[src/rtl/udc_pkg.sv]
package udc_pkg;

  localparam int unsigned CountModulusDefault = 60;
  localparam int unsigned PeriodW = 8;
  localparam int unsigned FlashW  = 10;
  localparam int unsigned CfgIdxW = 2;
  localparam int unsigned CfgDataW = 10;
  localparam int unsigned SegW    = 7;
  localparam int unsigned BcdW    = 8;
  localparam int unsigned BinW    = 7;

  localparam logic [PeriodW-1:0] DownPeriodReset = 8'd50;
  localparam logic [PeriodW-1:0] UpPeriodReset   = 8'd20;
  localparam logic [FlashW-1:0]  FlashTicksReset = 10'd500;

  typedef enum logic [CfgIdxW-1:0] {
    CFG_DOWN_PERIOD = 2'd0,
    CFG_UP_PERIOD   = 2'd1,
    CFG_FLASH_TICKS = 2'd2
  } udc_cfg_idx_e;

  typedef struct packed {
    logic [PeriodW-1:0] down_period;
    logic [PeriodW-1:0] up_period;
    logic [FlashW-1:0]  flash_ticks;
  } udc_cfg_t;

  typedef struct packed {
    logic [SegW-1:0] segments;
    logic            show_high_digit;
    logic [BcdW-1:0] leds_bcd;
    logic            alarm_led;
  } udc_result_t;

  function automatic logic [SegW-1:0] udc_seg(input logic [3:0] digit);
    logic [SegW-1:0] pat;
    case (digit)
      4'd0:    pat = 7'h3F;
      4'd1:    pat = 7'h06;
      4'd2:    pat = 7'h5B;
      4'd3:    pat = 7'h4F;
      4'd4:    pat = 7'h66;
      4'd5:    pat = 7'h6D;
      4'd6:    pat = 7'h7D;
      4'd7:    pat = 7'h07;
      4'd8:    pat = 7'h7F;
      4'd9:    pat = 7'h6F;
      default: pat = 7'h00;
    endcase
    return pat;
  endfunction

  // tens = v * 205 >> 11, exact for every 7-bit v (0 to 127)
  function automatic logic [BcdW-1:0] udc_to_bcd(input logic [BinW-1:0] v);
    logic [14:0]     prod;
    logic [3:0]      tens;
    logic [BinW-1:0] tens_x10;
    logic [3:0]      units;
    prod     = 15'(v) * 15'd205;
    tens     = prod[14:11];
    tens_x10 = BinW'({tens, 3'b000}) + BinW'({tens, 1'b0});
    units    = 4'(v - tens_x10);
    return {tens, units};
  endfunction

endpackage

[src/rtl/udc_core.sv]
module udc_core
  import udc_pkg::*;
#(
  parameter int unsigned COUNT_MODULUS = CountModulusDefault
) (
  input  logic        clk_i,
  input  logic        rst_ni,
  input  logic        accept_i,
  input  logic        count_up_i,
  input  udc_cfg_t    cfg_i,
  output udc_result_t result_o
);

  localparam int unsigned CountW = $clog2(COUNT_MODULUS);
  localparam logic [CountW-1:0] CountMax = CountW'(COUNT_MODULUS - 1);

  logic [CountW-1:0]  count_q, count_d;
  logic [PeriodW-1:0] tick_q, tick_d;
  logic [FlashW-1:0]  flash_q, flash_d;
  logic               toggle_q;

  logic [PeriodW-1:0] period;
  logic               boundary;
  logic [FlashW-1:0]  flash_eff;
  logic [BcdW-1:0]    bcd;
  logic               alarm;
  logic [PeriodW-1:0] tick_inc;
  logic               period_end;
  logic [CountW-1:0]  count_step;

  always_comb begin
    period    = count_up_i ? cfg_i.up_period : cfg_i.down_period;
    boundary  = count_up_i ? (count_q == CountMax) : (count_q == '0);
    flash_eff = boundary ? cfg_i.flash_ticks : flash_q;
    bcd       = udc_to_bcd(BinW'(count_q));
    alarm     = (flash_eff != '0);
    flash_d   = alarm ? flash_eff - 1'b1 : '0;

    tick_inc   = tick_q + 1'b1;
    period_end = (tick_inc >= period) || (tick_inc == '0);
    tick_d     = period_end ? '0 : tick_inc;

    if (count_up_i) begin
      count_step = (count_q == CountMax) ? '0 : count_q + 1'b1;
    end else begin
      count_step = (count_q == '0) ? CountMax : count_q - 1'b1;
    end
    count_d = period_end ? count_step : count_q;

    result_o.segments        = toggle_q ? udc_seg(bcd[3:0]) : udc_seg(bcd[7:4]);
    result_o.show_high_digit = ~toggle_q;
    result_o.leds_bcd        = bcd;
    result_o.alarm_led       = alarm;
  end

  always_ff @(posedge clk_i or negedge rst_ni) begin
    if (!rst_ni) begin
      count_q  <= '0;
      tick_q   <= '0;
      flash_q  <= '0;
      toggle_q <= 1'b0;
    end else if (accept_i) begin
      count_q  <= count_d;
      tick_q   <= tick_d;
      flash_q  <= flash_d;
      toggle_q <= ~toggle_q;
    end
  end

  assert property (@(posedge clk_i) disable iff (!rst_ni) count_q <= CountMax)
    else $error("count out of range");

  assert property (@(posedge clk_i) disable iff (!rst_ni)
    !accept_i |=> $stable(count_q) && $stable(tick_q) && $stable(flash_q))
    else $error("state moved without a beat");

  assert property (@(posedge clk_i) disable iff (!rst_ni)
    accept_i |=> toggle_q != $past(toggle_q))
    else $error("digit toggle did not flip");

  assert property (@(posedge clk_i) disable iff (!rst_ni)
    accept_i && !boundary |=> flash_q == '0 || flash_q < $past(flash_q))
    else $error("flash countdown did not drop");

endmodule

[src/rtl/udc_outbuf.sv]
module udc_outbuf
  import udc_pkg::*;
(
  input  logic        clk_i,
  input  logic        rst_ni,
  input  logic        push_i,
  input  udc_result_t data_i,
  output logic        full_o,
  output logic        valid_o,
  input  logic        stall_i,
  output udc_result_t data_o
);

  localparam int unsigned Depth = 2;
  localparam logic [1:0]  CntFull = 2'(Depth);

  udc_result_t mem_q [Depth];
  logic        wr_ptr_q;
  logic        rd_ptr_q;
  logic [1:0]  cnt_q;
  logic        pop;

  assign valid_o = (cnt_q != '0);
  assign full_o  = (cnt_q == CntFull);
  assign data_o  = mem_q[rd_ptr_q];
  assign pop     = valid_o && !stall_i;

  always_ff @(posedge clk_i or negedge rst_ni) begin
    if (!rst_ni) begin
      wr_ptr_q <= 1'b0;
      rd_ptr_q <= 1'b0;
      cnt_q    <= '0;
    end else begin
      if (push_i) begin
        wr_ptr_q <= ~wr_ptr_q;
      end
      if (pop) begin
        rd_ptr_q <= ~rd_ptr_q;
      end
      if (push_i && !pop) begin
        cnt_q <= cnt_q + 1'b1;
      end else if (pop && !push_i) begin
        cnt_q <= cnt_q - 1'b1;
      end
    end
  end

  always_ff @(posedge clk_i) begin
    if (push_i) begin
      mem_q[wr_ptr_q] <= data_i;
    end
  end

  assert property (@(posedge clk_i) disable iff (!rst_ni) cnt_q <= CntFull)
    else $error("buffer count overflow");

  assert property (@(posedge clk_i) disable iff (!rst_ni) push_i |-> !full_o)
    else $error("beat written into full buffer");

  assert property (@(posedge clk_i) disable iff (!rst_ni)
    push_i && !pop |=> cnt_q == $past(cnt_q) + 2'd1)
    else $error("count missed a write");

  assert property (@(posedge clk_i) disable iff (!rst_ni)
    pop && !push_i |=> cnt_q == $past(cnt_q) - 2'd1)
    else $error("count missed a read");

endmodule

[src/rtl/up_down_mod60_counter_display.sv]
// Results are registered into the output buffer as their input beats are taken.
// Throughput: one input beat per cycle; a two-entry output buffer keeps
// taking beats while fewer than two results wait, so input stalls only when full.
// Reset (asynchronous, active low): count, tick index, flash countdown and
// digit toggle clear to zero, periods load 50 and 20, flash reload loads 500.
module up_down_mod60_counter_display
  import udc_pkg::*;
#(
  parameter int unsigned COUNT_MODULUS = CountModulusDefault
) (
  input  logic                clk_i,
  input  logic                rst_ni,
  input  logic                in_valid_i,
  output logic                in_stall_o,
  input  logic                count_up_i,
  output logic                out_valid_o,
  input  logic                out_stall_i,
  output logic [SegW-1:0]     segments_o,
  output logic                show_high_digit_o,
  output logic [BcdW-1:0]     leds_bcd_o,
  output logic                alarm_led_o,
  input  logic                cfg_valid_i,
  output logic                cfg_ready_o,
  input  logic [CfgIdxW-1:0]  cfg_index_i,
  input  logic [CfgDataW-1:0] cfg_data_i
);

  udc_cfg_t    cfg_q;
  udc_result_t core_result;
  udc_result_t out_result;
  logic        buf_full;
  logic        accept;

  assign cfg_ready_o = 1'b1;
  assign in_stall_o  = buf_full;
  assign accept      = in_valid_i && !buf_full;

  always_ff @(posedge clk_i or negedge rst_ni) begin
    if (!rst_ni) begin
      cfg_q.down_period <= DownPeriodReset;
      cfg_q.up_period   <= UpPeriodReset;
      cfg_q.flash_ticks <= FlashTicksReset;
    end else if (cfg_valid_i && cfg_ready_o) begin
      case (cfg_index_i)
        CFG_DOWN_PERIOD: cfg_q.down_period <= cfg_data_i[PeriodW-1:0];
        CFG_UP_PERIOD:   cfg_q.up_period   <= cfg_data_i[PeriodW-1:0];
        CFG_FLASH_TICKS: cfg_q.flash_ticks <= cfg_data_i[FlashW-1:0];
        default: ;
      endcase
    end
  end

  udc_core #(
    .COUNT_MODULUS(COUNT_MODULUS)
  ) u_core (
    .clk_i      (clk_i),
    .rst_ni     (rst_ni),
    .accept_i   (accept),
    .count_up_i (count_up_i),
    .cfg_i      (cfg_q),
    .result_o   (core_result)
  );

  udc_outbuf u_outbuf (
    .clk_i   (clk_i),
    .rst_ni  (rst_ni),
    .push_i  (accept),
    .data_i  (core_result),
    .full_o  (buf_full),
    .valid_o (out_valid_o),
    .stall_i (out_stall_i),
    .data_o  (out_result)
  );

  assign segments_o        = out_result.segments;
  assign show_high_digit_o = out_result.show_high_digit;
  assign leds_bcd_o        = out_result.leds_bcd;
  assign alarm_led_o       = out_result.alarm_led;

endmodule
[config.mk]
export PLATFORM = sky130hd
export DESIGN_NAME = up_down_mod60_counter_display
export DESIGN_NICKNAME = d
export VERILOG_FILES = /design/src/rtl/udc_pkg.sv /design/src/rtl/udc_core.sv /design/src/rtl/udc_outbuf.sv /design/src/rtl/up_down_mod60_counter_display.sv
export SDC_FILE = /design/constraint.sdc
export NUM_CORES = 1
export LEC_CHECK = 0
export BUFFER_PORTS_ARGS = -buffer_cell sky130_fd_sc_hd__buf_2
export CAP_MARGIN = 20
export CELL_PAD_IN_SITES_DETAIL_PLACEMENT = 1
export CELL_PAD_IN_SITES_GLOBAL_PLACEMENT = 1
export CORE_MARGIN = 3
export CORE_UTILIZATION = 33
export CTS_CLUSTER_DIAMETER = 150
export CTS_CLUSTER_SIZE = 20
export DETAILED_ROUTE_END_ITERATION = 10
export PLACE_DENSITY = 0.61
export SLEW_MARGIN = 20
export SYNTH_ARGS = -nofsm -noshare
export SYNTH_HDL_FRONTEND = slang
export SYNTH_HIERARCHICAL = 1
export SYNTH_SLANG_ARGS = --single-unit
[constraint.sdc]
create_clock -name clk_i -period 5.2 [get_ports clk_i]
set_clock_uncertainty 0.15 [all_clocks]
set_input_delay 0.52 -clock clk_i [delete_from_list [all_inputs] [get_ports clk_i]]
set_output_delay 0.52 -clock clk_i [all_outputs]
set_load 0.1 [all_outputs]
==> Yosys cells after proc, flatten, opt, wreduce, memory -nomap -nowiden <==
Memory sizes are Yosys's and may differ from the RTL's.
Cells that the tools add are included.
{ "totals": {"register_bits": 55, "ram_bits": 32, "rom_bits": 168, "input_bits": 18, "output_inout_bits": 20, "wordCells": 62, "mem_count": 3} }
{ "op_classes": {"addsub": 8, "n_mul": 1, "order_cmp": 1, "n_eq_ne": 4, "n_mux": 13, "bitwise_logic": 3, "n_reduce_logical": 19} }
{ "mem_list": {"columns": ["name", "depth", "word_bits", "rd", "rd_ports_with_merged_regs", "wr", "line", "rtl"], "rows": [
  ["(no name shown)", 16, 7, 1, 0, 0, "udc_pkg.sv:37", "case (digit)"],
  ["(no name shown)", 8, 7, 1, 0, 0, "udc_pkg.sv:37", null],
  ["u_outbuf.mem_q", 2, 16, 1, 0, 1, "udc_outbuf.sv:17", "udc_result_t mem_q [Depth];"]
]} }
{ "op_table": {"columns": ["op", "count"], "rows": [
  ["2-to-1 mux 10 bit", 2],
  ["2-to-1 mux 6 bit", 3],
  ["2-to-1 mux 8 bit", 2],
  ["multiplier 6 x 8 -> 14 bit (second input constant)", 1],
  ["nonzero test 10 bit", 1],
  ["subtractor 10 x 1 -> 10 bit (second input constant)", 1],
  ["adder 8 x 1 -> 8 bit (second input constant)", 1],
  [">= comparator 8 bit", 1],
  ["logical NOT 8 bit", 1],
  ["AND reduction 2 bit", 4],
  ["2-to-1 mux 7 bit", 1],
  ["adder 6 x 1 -> 6 bit (second input constant)", 1],
  ["== test 6 bit (second input constant)", 1],
  ["logical NOT 6 bit", 1],
  ["subtractor 6 x 1 -> 6 bit (second input constant)", 1],
  ["adder 4 bit", 1],
  ["== test 2 bit (second input constant)", 2],
  ["logical AND 1 bit", 4],
  ["logical NOT 1 bit", 4],
  ["2-to-1 mux 2 bit", 2],
  ["nonzero test 2 bit", 2],
  ["subtractor 4 bit", 1],
  ["2-to-1 mux 1 bit", 3],
  ["NOT 1 bit", 3],
  ["other kinds (5)", 5]
]} }

==> Logic depth before layout (Yosys ltp) <==
{ "logic_depth": {"word_depth": 7, "depth_mapped": 22, "depth_no_buf": 21} }

==> Modules after synthesis <==
Netlist, hierarchy kept.
{ "modules_own_cells": {"columns": ["module", "instances", "cells_per_inst", "area_each_um2", "seq_area_each_um2"], "rows": [
  ["udc_core", 1, 398, 3306.9, 625.6],
  ["udc_outbuf", 1, 69, 1471.4, 1121.1],
  ["up_down_mod60_counter_display", 1, 59, 1019.7, 664.4]
]} }

==> Worst setup path before layout <==
No wires, ideal clock.
{ "synth_timing": {"path_type": "register -> register", "start": "register u_core.count_q[3]", "end": "memory u_outbuf/mem_q[0][12] (netlist name) (data pin)", "setup_ps": 276, "arrival_ps": 4370, "required_ps": 4774, "slack_ps": 404, "path_stages_with_launch": 21, "path_cell_list": "dfrtp_1 inv_1 ha_1 fa_1 ha_1 ha_1 a21oi_1 o32ai_2 o21ai_2 a21oi_1 a21oi_1 xor2_1 inv_1 ha_1 nand2_1 nand4_1 xnor2_1 xnor2_1 buf_6 mux2i_1 a21oi_1"} }
{ "synth_lines": {"columns": ["item", "line", "rtl"], "rows": [
  ["from (decl)", "udc_core.sv:17", "logic [CountW-1:0] count_q, count_d;"],
  ["from (signal assigned)", "udc_core.sv:63", "count_q <= count_d;"],
  ["to (decl)", "udc_outbuf.sv:17", null]
]} }

==> Flow_metrics.wiki <==
{| class="wikitable"
! Metric !! Value
|-
| Post-synth top area share || between 10% and 20%
|-
| Flip-flop and latch count after synthesis || between 80 and 90
|-
| Htree depth || 3
|-
| Hold Fails Final Rpt || 0
|-
| Crit path DAT || 4870 ps
|-
| Vias in the first global route || 4412
|-
| Met3 demand-to-capacity share in global routing || between 2 and 3%
|-
| Worst relative slew slack || 38.9%
|-
| GPL Wtd Cong || 0.838
|-
| Clock Pin Slew Worst Setup and Hold Paths || 70 ps
|-
| First-pass GRT wire length || 21.9 mm
|-
| Total gr overflow || 0
|-
| Fill cell count || 1871
|-
| Period Utilization, post-route || 95.2%
|-
| Post-Synthesis Cell Area || between 5000 and 6000 um2
|-
| Final count of negative-setup-slack endpoints || 0
|-
| Number of cells in the design after placement || 773
|-
| Die area || 19200 um2
|-
| Via count of the routed design || 4072
|-
| Warning count from the yosys run || 6
|-
| Maximum buffer depth of the clock tree || 2
|-
| Number of cell rows || 47
|-
| Placeable core region || 16900 um2
|-
| Port-buffer cells || 36
|-
| Library cells used by synthesis || just over 60
|-
| EDFF count, synth || 34
|-
| Post-layout minimum cycle time || 4950 ps
|-
| Biggest area consumer among synthesized cells || sky130_fd_sc_hd__dfrtp_1
|-
| TritonCTS clock tree || done
|-
| Fraction of the mapped netlist area in simple logic gates || 10.4%
|-
| Width of the die || about 140 um
|-
| Non-Filler Cell Area, Final || about 6600 um2
|-
| Fraction of final layout cells with drive strength greater than 1 || 25.6%
|-
| Type of element capturing the critical path || flop
|-
| Final max-slew violation count || 0
|-
| Number of remaining DRC errors || 0
|-
| Required time at the worst-slack endpoint || 5110 ps
|-
| Sequential fraction of the synthesis area || 41.6%
|-
| Post-synthesis share of cell area spent on full adders, half adders and majority gates || between 10% and 20%
|-
| Critical path fanouts, max || 6
|-
| Clock network latency to the later pin of the worst-skew pair || 340 ps
|-
| Root buffer cell || sky130_fd_sc_hd__clkbuf_16
|-
| Final cell utilization of the core || 39.1%
|-
| Vertical extent of the die || 139 um
|-
| Average vias per placed instance || 5.12
|-
| Share of async-settable or async-resettable flops after synthesis || 61.8%
|-
| 1st-iter DRT viols || 183
|-
| Number of cells produced by synthesis || 526
|-
| Min-delay worst type || input pin to asynchronous set/reset pin
|-
| Net count, final || between 600 and 700
|-
| Routed WL || 13.1 mm
|-
| Number of antenna cells inserted || 0
|-
| Multiplexer area fraction after synthesis || 13.0%
|-
| Xor and xnor fraction of the mapped netlist area || under 10%
|-
| Outcome || complete, no violations
|-
| Area grow syn2layout || 13.8%
|-
| 1st-pass router iterations || 4
|-
| Post-synth top flop || sky130_fd_sc_hd__dfrtp_1
|-
| Category of the critical setup timing path || flop to flop
|-
| GRT Overall Usage || between 10 and 15%
|-
| I/O pins || 38
|-
| Average size of a mapped cell || 11.0 um2
|-
| Syn_nets || about 610
|-
| R2R cell count || 20
|-
| Complex-gate fraction of the synthesized area || roughly 11%
|-
| Starting density of the core || around a third
|-
| Routed len/inst || ~16 um
|-
| Sinks on the clock net || 89
|-
| Count of antenna-violating nets left after detailed routing || 0
|-
| Routing usage on met2 || 24.2%
|-
| Count of placed standard cells in the final layout, fillers left out || 795
|-
| Slew at the pin closest to its max-slew limit || 917 ps
|-
| Footprint of the multi-input gates || 3130 um2
|-
| Timing-limited maximum frequency || between 0.2 and 0.25 GHz
|-
| Instance area after placement || about 6200 um2
|-
| Sequential Area || 2410 um2
|-
| Max-capacitance violation count || 0
|-
| Top post-synthesis cells by area || sky130_fd_sc_hd__dfrtp_1 (19%), sky130_fd_sc_hd__edfxtp_1 (18%), sky130_fd_sc_hd__ha_1 (13%)
|-
| Busiest layer in global routing || met2
|-
| Crit start category || flop
|-
| Maximum number of pins on one net before global-route repair || 56
|-
| Placed wire-length estimate after detailed placement || 9.65 mm
|-
| TritonCTS buffer count || 9
|-
| Combinational family with the most area after synthesis || adder cells
|-
| GR Util met1 || 17.3%
|-
| Final setup TNS || 0 ps
|-
| Initial antenna violation count || 0
|}
==> through the flow <==
| stage | hold WS [ps] | setup slack [ps] |
|---|---|---|
| global route | 215 | -41.7 |
| floorplan | 74.4 | 404 |
| global placement | 317 | 308 |
| CTS | 184 | 37.3 |
| finish | 163 | 248 |
| detailed placement | 327 | 60.3 |
==> worst max-delay path: stages (launching register included) <==
cell,delay (ps)
sky130_fd_sc_hd__dfrtp_2,430
sky130_fd_sc_hd__inv_1,100
sky130_fd_sc_hd__ha_1,340
sky130_fd_sc_hd__fa_1,470
sky130_fd_sc_hd__ha_1,310
sky130_fd_sc_hd__ha_1,310
sky130_fd_sc_hd__a21oi_1,250
sky130_fd_sc_hd__o32ai_4,140
sky130_fd_sc_hd__o21ai_2,180
sky130_fd_sc_hd__a21oi_2,80
sky130_fd_sc_hd__a21oi_2,200
sky130_fd_sc_hd__xor2_2,230
sky130_fd_sc_hd__inv_1,100
sky130_fd_sc_hd__ha_1,320
sky130_fd_sc_hd__nand2_1,70
sky130_fd_sc_hd__nand4_1,110
sky130_fd_sc_hd__xnor2_1,150
sky130_fd_sc_hd__xnor2_1,230
sky130_fd_sc_hd__buf_4,210
sky130_fd_sc_hd__mux2i_1,200
sky130_fd_sc_hd__a21oi_1,100
==> area by class of cell <==
| class | instances | share of cell area, % |
|---|---|---|
| Clock inverter | 7 | 1.14 |
| Clock buffer | 9 | 3.41 |
| Sequential cell | 89 | 36.6 |
| Multi-Input combinational cell | 371 | 47.4 |
| Tap cell | 220 | 4.17 |
| Inverter | 45 | 2.56 |
| Timing Repair Buffer | 54 | 4.74 |
==> per-layer routing <==
layer  up-vias  part of all wire [%]
li1       1968                     -
met1      2035                    45
met2        55                    51
met3        14                   2.6
met4         0                   1.3
met5         -                     0
==> path summary, 6_finish.rpt <==
check                                                    from                         endpoint  slack [ps]
worst min-delay path                                   rst_ni            cfg_q[17]$_DFFE_PN0P_         160
worst max-delay path            u_core/count_q[3]$_DFFE_PN0P_  u_outbuf/mem_q[0][10]$_DFFE_PP_         250
worst max register to register  u_core/count_q[3]$_DFFE_PN0P_  u_outbuf/mem_q[0][10]$_DFFE_PP_         250
worst min register to register  u_outbuf/wr_ptr_q$_DFFE_PN0P_    u_outbuf/wr_ptr_q$_DFFE_PN0P_         340
max in group asynchronous                              rst_ni    u_core/count_q[1]$_DFFE_PN0P_        4210
min in group clk_i                              cfg_data_i[9]             cfg_q[9]$_DFFE_PN0P_         260
==> kinds of logic after synthesis <==
group / count (synthesis)
simple gates: 120
compound gates: 95
flops: 89
mux: 66
buf+inv: 66
fa+ha+maj: 64
xor+xnor: 24
other cells: 2
==> flip-flops by register name, summed over array words and instances (netlist names) <==
| signal | count |
|---|---|
| cfg_q | 26 |
| u_outbuf/rd_ptr_q | 1 |
| u_core/flash_q | 10 |
| u_outbuf/cnt_q | 2 |
| u_outbuf/wr_ptr_q | 1 |
| u_core/count_q | 6 |
| u_outbuf/mem_q | 34 |
| u_core/toggle_q | 1 |
| u_core/tick_q | 8 |
==> synth_stat cells, types with 10 or more instances <==
master                     number
sky130_fd_sc_hd__mux2i_1       19
sky130_fd_sc_hd__mux2_2        38
sky130_fd_sc_hd__dfstp_2       11
sky130_fd_sc_hd__xnor2_1       14
sky130_fd_sc_hd__edfxtp_1      34
sky130_fd_sc_hd__ha_1          58
sky130_fd_sc_hd__inv_1         44
sky130_fd_sc_hd__nand2_1       35
sky130_fd_sc_hd__o21ai_0       17
sky130_fd_sc_hd__nor2_1        21
sky130_fd_sc_hd__nand3_1       16
sky130_fd_sc_hd__clkbuf_1      10
sky130_fd_sc_hd__a21oi_1       20
sky130_fd_sc_hd__o22ai_1       11
sky130_fd_sc_hd__dfrtp_1       44
==> placed cells by master (no fill, tap or decap), drive strengths merged, types with 15 or more instances in the layout <==
cell type	count
nor2	21
buf	54
nand2	35
o21ai	18
nand3	16
dfrtp	44
a21oi	20
mux2i	19
xnor2	15
mux2	47
ha	58
inv	49
edfxtp	34
==> timing repair <==
item / in CTS / in global routing
resized for setup: 0 / 10
hold buffers: 0 / 0
buffers inserted: 0 / 5
endpoints found under the setup margin: 0 / 16
endpoints found under the hold margin: 0 / 0
Power is not shown: default switching activity piles up to over one toggle a cycle in this logic, so the estimate is an artifact.
